[src/rtl/bphd_pkg.sv]
// Shared types and constants of the button press and hold detector.
// Holds register codes, reset values and the structs passed between the lanes,
// the merge stage and the top level. Depends on nothing.
package bphd_pkg;

	localparam int NBTN   = 8;
	localparam int NPOWER = 4;

	// Configuration register indexes
	typedef enum logic [2:0] {
		CFG_CONFIRM   = 3'd0,
		CFG_CLICK     = 3'd1,
		CFG_LONG      = 3'd2,
		CFG_SHORT_REL = 3'd3,
		CFG_LOCKOUT   = 3'd4
	} cfg_addr_t;

	localparam logic [7:0]  CONFIRM_RST   = 8'd10;
	localparam logic [15:0] CLICK_RST     = 16'd20;
	localparam logic [15:0] LONG_RST      = 16'd3000;
	localparam logic [15:0] SHORT_REL_RST = 16'd500;
	localparam logic [15:0] LOCKOUT_RST   = 16'd1500;

	typedef struct packed {
		logic [7:0]  confirm_ticks;
		logic [15:0] click_ticks;
		logic [15:0] long_ticks;
		logic [15:0] short_release_ticks;
		logic [15:0] lockout_ms;
	} cfg_t;

	// What one button lane found in the current request
	typedef struct packed {
		logic click;
		logic long_hit;
		logic wr;
	} lane_ev_t;

	typedef struct packed {
		logic [NBTN-1:0]   click_fire;
		logic [NPOWER-1:0] long_fire;
		logic              led_write;
		logic              led_value;
	} res_t;

endpackage

[src/rtl/bphd_if.sv]
// Valid/ready channel interfaces of the button press and hold detector:
// sample input, result output and configuration write port.
// Depends on nothing.
interface bphd_in_if;
	logic        valid;
	logic        ready;
	logic [7:0]  button_levels;
	logic [31:0] now_ms;
	modport source (output valid, button_levels, now_ms, input ready);
	modport sink (input valid, button_levels, now_ms, output ready);
endinterface

interface bphd_out_if;
	logic       valid;
	logic       ready;
	logic [7:0] click_fire;
	logic [3:0] long_fire;
	logic       led_write;
	logic       led_value;
	modport source (output valid, click_fire, long_fire, led_write, led_value, input ready);
	modport sink (input valid, click_fire, long_fire, led_write, led_value, output ready);
endinterface

interface bphd_cfg_if;
	logic        valid;
	logic        ready;
	logic [2:0]  addr;
	logic [15:0] data;
	modport source (output valid, addr, data, input ready);
	modport sink (input valid, addr, data, output ready);
endinterface

[src/rtl/bphd_lane.sv]
// One button lane: edge confirm countdown, hold counter, click lockout.
// Reports the events of the current request to the merge stage.
// Depends on bphd_pkg.
module bphd_lane (
	input  logic            clk,
	input  logic            arst_n,
	input  logic            accept,
	input  logic            low,
	input  logic            prev_high,
	input  logic [31:0]     now_ms,
	input  bphd_pkg::cfg_t  cfg,
	output bphd_pkg::lane_ev_t ev
);
	import bphd_pkg::*;

	logic [7:0]  cnt_q;
	logic        pressed_q;
	logic [15:0] hold_q;
	logic [31:0] last_q;
	logic        seen_q;

	logic [15:0] hold_inc;
	logic [31:0] since;
	logic        advance;
	logic        click_ok;
	logic        rel;

	// Evaluate hold, click, long and release events
	always_comb begin
		hold_inc = hold_q + 16'd1;
		since    = now_ms - last_q;
		advance  = pressed_q && low && (hold_q != 16'hFFFF);
		rel      = pressed_q && !low;
		click_ok = !seen_q || ((now_ms > last_q) && (since > {16'd0, cfg.lockout_ms}));
		ev.click    = advance && (hold_inc == cfg.click_ticks) && click_ok;
		ev.long_hit = advance && (hold_inc == cfg.long_ticks);
		ev.wr       = ev.click || ev.long_hit ||
		              (rel && (hold_q < cfg.short_release_ticks));
	end

	// Advance press state once per accepted request
	always_ff @(posedge clk or negedge arst_n) begin
		if (!arst_n) begin
			cnt_q     <= '0;
			pressed_q <= 1'b0;
			hold_q    <= '0;
			seen_q    <= 1'b0;
		end else if (accept) begin
			if (pressed_q) begin
				if (!low) begin
					pressed_q <= 1'b0;
					hold_q    <= '0;
				end else if (advance) begin
					hold_q <= hold_inc;
				end
			end else if (cnt_q != 8'd0) begin
				cnt_q <= cnt_q - 8'd1;
				if (cnt_q == 8'd1 && low) begin
					pressed_q <= 1'b1;
				end
			end else if (low && prev_high) begin
				if (cfg.confirm_ticks == 8'd0) begin
					pressed_q <= 1'b1;
				end else begin
					cnt_q <= cfg.confirm_ticks;
				end
			end
			if (ev.click) begin
				seen_q <= 1'b1;
			end
		end
	end

	// Hold the time of the last accepted click
	always_ff @(posedge clk) begin
		if (accept && ev.click) begin
			last_q <= now_ms;
		end
	end

`ifndef SYNTHESIS
	a_press_excl_confirm: assert property (@(posedge clk) disable iff (!arst_n)
		pressed_q |-> (cnt_q == 8'd0))
		else $error("lane pressed while confirm countdown runs");
	a_hold_idle_zero: assert property (@(posedge clk) disable iff (!arst_n)
		!pressed_q |-> (hold_q == 16'd0))
		else $error("hold counter nonzero on released lane");
`endif

endmodule

[src/rtl/bphd_merge.sv]
// Merge stage: gathers the lane events into one result.
// The LED value comes from the last writing lane in the order 0, 4, 1, 5, 2, 6, 3, 7.
// Depends on bphd_pkg.
module bphd_merge (
	input  bphd_pkg::lane_ev_t ev [bphd_pkg::NBTN],
	output bphd_pkg::res_t     res
);
	import bphd_pkg::*;

	// Collect fire bits and resolve the LED write in interleaved lane order
	always_comb begin
		res = '0;
		for (int m = 0; m < NPOWER; m++) begin
			res.click_fire[m]        = ev[m].click;
			res.click_fire[m+NPOWER] = ev[m+NPOWER].click;
			res.long_fire[m]         = ev[m].long_hit;
			if (ev[m].wr) begin
				res.led_write = 1'b1;
				res.led_value = 1'b1;
			end
			if (ev[m+NPOWER].wr) begin
				res.led_write = 1'b1;
				res.led_value = 1'b0;
			end
		end
	end

endmodule

[src/rtl/button_press_hold_detector_core.sv]
// Button press and hold detector, top level: configuration registers,
// eight button lanes, merge stage and result register.
// Depends on bphd_pkg, bphd_if, bphd_lane and bphd_merge.
//
// Takes one sample (eight active-low button levels plus a millisecond time
// stamp) per clock and returns one result per sample, in the next cycle, from a
// result register. All eight button lanes work on the same sample in the same
// cycle, so the rate is one sample per clock; the sample port stalls only
// while a result sits in the register and the sink does not take it. Buttons
// of machines at or above MACHINES (capped at four) have no lane and report
// zero. Configuration writes are taken at any time, ready is always high;
// indexes beyond the register list are ignored.
module button_press_hold_detector_core #(
	parameter int MACHINES = 4
) (
	input logic       clk,
	input logic       arst_n,
	bphd_in_if.sink   sample,
	bphd_out_if.source result,
	bphd_cfg_if.sink  cfg
);
	import bphd_pkg::*;

	localparam int ACTIVE = (MACHINES > NPOWER) ? NPOWER : MACHINES;

	cfg_t       cfg_q;
	logic [7:0] prev_q;
	logic       out_valid_q;
	res_t       res_q;
	res_t       res;
	logic       accept;
	lane_ev_t   ev [NBTN];

	assign cfg.ready    = 1'b1;
	assign sample.ready = !out_valid_q || result.ready;
	assign accept       = sample.valid && sample.ready;

	// Write configuration registers
	always_ff @(posedge clk or negedge arst_n) begin
		if (!arst_n) begin
			cfg_q.confirm_ticks       <= CONFIRM_RST;
			cfg_q.click_ticks         <= CLICK_RST;
			cfg_q.long_ticks          <= LONG_RST;
			cfg_q.short_release_ticks <= SHORT_REL_RST;
			cfg_q.lockout_ms          <= LOCKOUT_RST;
		end else if (cfg.valid) begin
			unique case (cfg_addr_t'(cfg.addr))
				CFG_CONFIRM:   cfg_q.confirm_ticks       <= cfg.data[7:0];
				CFG_CLICK:     cfg_q.click_ticks         <= cfg.data;
				CFG_LONG:      cfg_q.long_ticks          <= cfg.data;
				CFG_SHORT_REL: cfg_q.short_release_ticks <= cfg.data;
				CFG_LOCKOUT:   cfg_q.lockout_ms          <= cfg.data;
				default: ;
			endcase
		end
	end

	// Instantiate lanes for present machines, tie off the rest
	for (genvar b = 0; b < NBTN; b++) begin : g_lane
		if ((b % NPOWER) < ACTIVE) begin : g_on
			bphd_lane u_lane (
				.clk       (clk),
				.arst_n    (arst_n),
				.accept    (accept),
				.low       (!sample.button_levels[b]),
				.prev_high (prev_q[b]),
				.now_ms    (sample.now_ms),
				.cfg       (cfg_q),
				.ev        (ev[b])
			);
		end else begin : g_off
			assign ev[b] = '0;
		end
	end

	bphd_merge u_merge (
		.ev  (ev),
		.res (res)
	);

	// Track previous levels
	always_ff @(posedge clk or negedge arst_n) begin
		if (!arst_n) begin
			prev_q <= '1;
		end else if (accept) begin
			prev_q <= sample.button_levels;
		end
	end

	// Hold result until the sink takes it
	always_ff @(posedge clk or negedge arst_n) begin
		if (!arst_n) begin
			out_valid_q <= 1'b0;
		end else if (accept) begin
			out_valid_q <= 1'b1;
		end else if (result.ready) begin
			out_valid_q <= 1'b0;
		end
	end

	always_ff @(posedge clk) begin
		if (accept) begin
			res_q <= res;
		end
	end

	assign result.valid      = out_valid_q;
	assign result.click_fire = res_q.click_fire;
	assign result.long_fire  = res_q.long_fire;
	assign result.led_write  = res_q.led_write;
	assign result.led_value  = res_q.led_value;

`ifndef SYNTHESIS
	a_click_writes_led: assert property (@(posedge clk) disable iff (!arst_n)
		(out_valid_q && (res_q.click_fire != '0)) |-> res_q.led_write)
		else $error("click fired without LED write");
	a_long_writes_led: assert property (@(posedge clk) disable iff (!arst_n)
		(out_valid_q && (res_q.long_fire != '0)) |-> res_q.led_write)
		else $error("long press fired without LED write");
	a_value_needs_write: assert property (@(posedge clk) disable iff (!arst_n)
		(out_valid_q && res_q.led_value) |-> res_q.led_write)
		else $error("LED value set without LED write");
`endif

endmodule
[src/flat_wrapper.sv]
// flat-port wrapper written by rule: the top's interface ports become plain ports
module button_press_hold_detector_core_flat import bphd_pkg::*;
#(
	parameter int MACHINES = 4
)
  (clk, arst_n, sample_valid, sample_button_levels, sample_now_ms, sample_ready, result_valid, result_click_fire, result_long_fire, result_led_write, result_led_value, result_ready, cfg_valid, cfg_addr, cfg_data, cfg_ready);
  bphd_in_if sample_i ();
  bphd_out_if result_i ();
  bphd_cfg_if cfg_i ();
  input logic clk;
  input logic arst_n;
  input wire logic [$bits(sample_i.valid)-1:0] sample_valid;
  input wire logic [$bits(sample_i.button_levels)-1:0] sample_button_levels;
  input wire logic [$bits(sample_i.now_ms)-1:0] sample_now_ms;
  output wire logic [$bits(sample_i.ready)-1:0] sample_ready;
  output wire logic [$bits(result_i.valid)-1:0] result_valid;
  output wire logic [$bits(result_i.click_fire)-1:0] result_click_fire;
  output wire logic [$bits(result_i.long_fire)-1:0] result_long_fire;
  output wire logic [$bits(result_i.led_write)-1:0] result_led_write;
  output wire logic [$bits(result_i.led_value)-1:0] result_led_value;
  input wire logic [$bits(result_i.ready)-1:0] result_ready;
  input wire logic [$bits(cfg_i.valid)-1:0] cfg_valid;
  input wire logic [$bits(cfg_i.addr)-1:0] cfg_addr;
  input wire logic [$bits(cfg_i.data)-1:0] cfg_data;
  output wire logic [$bits(cfg_i.ready)-1:0] cfg_ready;
  assign sample_i.valid = sample_valid;
  assign sample_i.button_levels = sample_button_levels;
  assign sample_i.now_ms = sample_now_ms;
  assign sample_ready = sample_i.ready;
  assign result_valid = result_i.valid;
  assign result_click_fire = result_i.click_fire;
  assign result_long_fire = result_i.long_fire;
  assign result_led_write = result_i.led_write;
  assign result_led_value = result_i.led_value;
  assign result_i.ready = result_ready;
  assign cfg_i.valid = cfg_valid;
  assign cfg_i.addr = cfg_addr;
  assign cfg_i.data = cfg_data;
  assign cfg_ready = cfg_i.ready;
  button_press_hold_detector_core #(.MACHINES(MACHINES)) u_core (.clk(clk), .arst_n(arst_n), .sample(sample_i), .result(result_i), .cfg(cfg_i));
endmodule
[config.mk]
export PLATFORM = sky130hd
export DESIGN_NAME = button_press_hold_detector_core_flat
export DESIGN_NICKNAME = d
export VERILOG_FILES = /design/src/rtl/bphd_pkg.sv /design/src/rtl/bphd_if.sv /design/src/rtl/bphd_lane.sv /design/src/rtl/bphd_merge.sv /design/src/rtl/button_press_hold_detector_core.sv /design/src/flat_wrapper.sv
export SDC_FILE = /design/constraint.sdc
export NUM_CORES = 2
export LEC_CHECK = 0
export BUFFER_PORTS_ARGS = -buffer_cell sky130_fd_sc_hd__buf_4
export CAP_MARGIN = 10
export CELL_PAD_IN_SITES_DETAIL_PLACEMENT = 1
export CELL_PAD_IN_SITES_GLOBAL_PLACEMENT = 2
export CORE_ASPECT_RATIO = 1.4
export CORE_MARGIN = 1.5
export CORE_UTILIZATION = 41
export DETAILED_ROUTE_END_ITERATION = 7
export PLACE_DENSITY_LB_ADDON = 0.15
export SLEW_MARGIN = 30
export SYNTH_ARGS = -nofsm -noshare
export SYNTH_HDL_FRONTEND = slang
export SYNTH_SLANG_ARGS = --single-unit
export TNS_END_PERCENT = 10
[constraint.sdc]
create_clock -name clk -period 6 [get_ports clk]
set_clock_uncertainty 0.05 [all_clocks]
set_input_delay 0.9 -clock clk [delete_from_list [all_inputs] [get_ports clk]]
set_output_delay 0.9 -clock clk [all_outputs]
set_load 0.005 [all_outputs]
==> results.toml <==
[finish]
fill_cells = 13400
utilization_pct = 48.7
finalInstanceArea_mm2 = 0.0560
multi_input_area_mm2 = 0.0302
regArea_mm2 = 0.0154
final_cells = 7447
drive_gt1_share_pct = 14.3
area_growth_pct = 17.6
diodes = 0
nets = 6509

[worst_setup_path]
crit_type = "in -> reg"
worstSetupEndpointType = "flop"
cp.required_ns = 6.34
arrival_ns = 6.20
start_kind = "input port"
crit_fanout = 4
rrSetupSlack_ns = 0.30

[power]
ir_worst_vdd_v = 0.000242
p_leak_nw = 24.6
seqPwrFrac_pct = 36.3
p_comb_share_pct = 31.4
cellPowerDensity_mw_per_mm2 = 250
p_total_mw = 14.0
netSwitchingPower_mw = 5.22
p_clk_share_pct = 32.3
internal_power_mw = 8.79
sw_frac_of_total_pct = 37.2

[timing]
fin_setup_tns_ns = 0
slew_viol_final = 0
whs_ns = 0.200
finalHoldViolations = 0
setup_viol = 0
fin_crit_sh_pct = 97.7
period_needed_ns = 5.86
worst_slack_ns = 0.141
slew_headroom_pct = 25.9
timing.fmax_mhz = 171
tightest_slew_ns = 1.11

[floorplan]
coreArea_mm2 = 0.115
rows = 147
ios = 81
dieArea_mm2 = 0.118
initial_utilization_pct = 41.4
die_w_um = 291
die_h_um = 406

[synth]
synth.avg_cell_area_um2 = 8.76
synth_common_cells = "ha_1 (536), nand2_1 (467), inv_1 (421)"
synth-xor-area-share_pct = 9.59
synthMuxAreaShare_pct = 2.09
synth_area_leaders = "edfxtp_1 (17%), ha_1 (14%), dfrtp_1 (14%)"
yosys_register_bits = 559
syn-instance-count = 5435
ys_seq_area_share_pct = 32.3
synth_area_mm2 = 0.0476
synth_top_area_share_pct = 17.0
synthMostInstantiatedCell = "ha_1"
synth_compound_area_share_pct = 20.4
async_flop_share_pct = 51.7
synth_enable_flop_cells = 270
synth_top_family_by_area = "compound AO/OA/AOI/OAI gates"
synth_cell_type_count = 94
synthAdderAreaFrac_pct = 14.4
synth_top_cell_by_area = "edfxtp_1"
synth-warning-count = 0
synth_simple_gate_area_share_pct = 16.3
synth_nets = 6043
synthFlopType = "edfxtp_1"

[routing]
ant_nets = 0
viasPerCell = 5.95
drc = 0
routed_wirelength_mm = 193
drt_iter0_drc = 2177
wl_per_cell_um = 25.9
dr.pass1.iters = 6
vias = 44300

[global_routing]
grt_max_degree = 84
globalRouteTotalUtil_pct = 32.5
antenna_found_initial = 4
first_global_vias = 46900
grt_first_pass_wirelength_mm = 291
overflow = 0

[placed_design]
dpl_worst_slack_ns = -0.808
io_buffers = 79
place_hpwl_mm = 150
place_congestion = 0.939
placed_area_mm2 = 0.0534
dpl.cell_count = 7320

[clock_network]
clk_latency_ns = 0.68
clk_pin_slew_worst_paths_ns = 0.06
hold_buffers = 0
h-tree-depth = 3
cts_tree = "done"
clockRootBuffer = "clkbuf_16"
clock_path_buffers = 3
cts_setup_buffers = 0
cts_sinks = 559
cts_made_buffers = 69

[flow_run]
cap_violations = 0

[worst_hold_path]
holdCritPathClass = "in -> async"

[status]
status = "finished, final reports clean"
## placed cells by master, fill, tap and decap left out, drive strengths merged, types with 154 or more instances in the layout
cell    count
o21ai     440
dfrtp     257
a21o      156
buf       577
nand2     468
xnor2     278
ha        536
nor2      297
nand3     154
xor2      243
a21oi     410
edfxtp    270
inv       423
## path summary, 6_finish.rpt
check / from / to / cells past startpoint
min in group clk: sample_button_levels[3] / u_core.g_lane[3].g_on.u_lane.pressed_q / 2
worst min register to register: u_core.prev_q[6] / u_core.prev_q[6] / 2
worst min-delay path: arst_n / u_core.g_lane[3].g_on.u_lane.pressed_q / 1
worst max-delay path: sample_now_ms[0] / u_core.result.led_write / 26
worst max register to register: u_core.g_lane[4].g_on.u_lane.last_q[1] / u_core.result.led_write / 24
max in group asynchronous: arst_n / u_core.cfg_q[33] / 2
## layer usage
layer  share of wire (%)  vias to the layer above  GRT usage [%]
met5              0.0052                        -              0
met4                 7.5                        2           21.8
met3                 3.1                      455           3.10
met2                  51                      867           60.1
met1                  38                    22200           35.1
li1                    -                    20800              -
## logic make-up (layout without fill, tap and decap cells)
family,Yosys count,in the layout
AND/OR/NAND/NOR,1572,1572
AO/OA/AOI/OAI,1541,1541
buffers and inverters,605,1127
flip-flops,559,559
adder cells (fa/ha/maj),544,544
XOR/XNOR,521,521
multiplexers,92,92
other,1,1
## area by class of cell
class                           count  share of cell area, %
Inverter                          423                   2.84
Timing Repair Buffer              577                   8.17
Tap cell                         1490                   3.33
Sequential cell                   559                   27.5
Clock inverter                     35                  0.811
Multi-Input combinational cell   4271                   54.0
Clock buffer                       92                   3.42
## sequential cells by signal, indices dropped and copies added (netlist names)
name and flops:
u_core.result.led_write 1, u_core.result.led_value 1, u_core.result.long_fire 4, u_core.g_lane.g_on.u_lane.hold_q 128, u_core.result.click_fire 8, u_core.g_lane.g_on.u_lane.last_q 256, u_core.g_lane.g_on.u_lane.cnt_q 64, u_core.g_lane.g_on.u_lane.seen_q 8
u_core.result.valid 1, u_core.g_lane.g_on.u_lane.pressed_q 8, u_core.prev_q 8, u_core.cfg_q 72
## critical path, cell delays in order
cell	delay, ns
buf_4	0.10
inv_2	0.05
buf_4	0.17
ha_1	0.23
fa_2	0.37
nor2b_2	0.14
o31a_1	0.23
buf_4	0.16
o21a_1	0.17
o21ai_1	0.09
a21boi_2	0.16
ha_1	0.29
nand4_1	0.10
or4_4	0.55
nor2_2	0.11
nor3_1	0.06
nor3_1	0.21
buf_4	0.18
nand4_1	0.10
a2111o_1	0.38
or4_4	0.50
o311ai_4	0.34
buf_6	0.18
and3_1	0.17
and4b_1	0.18
nand3_1	0.07
## power groups by stage
stage / registers [mW] / logic (mW) / clock network, mW
6_report: 5.09 / 4.40 / 4.52
5_1_grt: 5.12 / 4.83 / 4.72
4_1_cts: 5.07 / 4.39 / 4.61
3_5_place_dp: 5.13 / 4.35 / 0
3_3_place_gp: 5.11 / 4.23 / 0
2_1_floorplan: 4.73 / 2.84 / 0
## timing repair
item                       CTS  global route
gates resized for setup      6            38
pin swaps                    0            17
setup endpoints to repair    2            72
No activity file was read; power rests on OpenSTA's default activity.
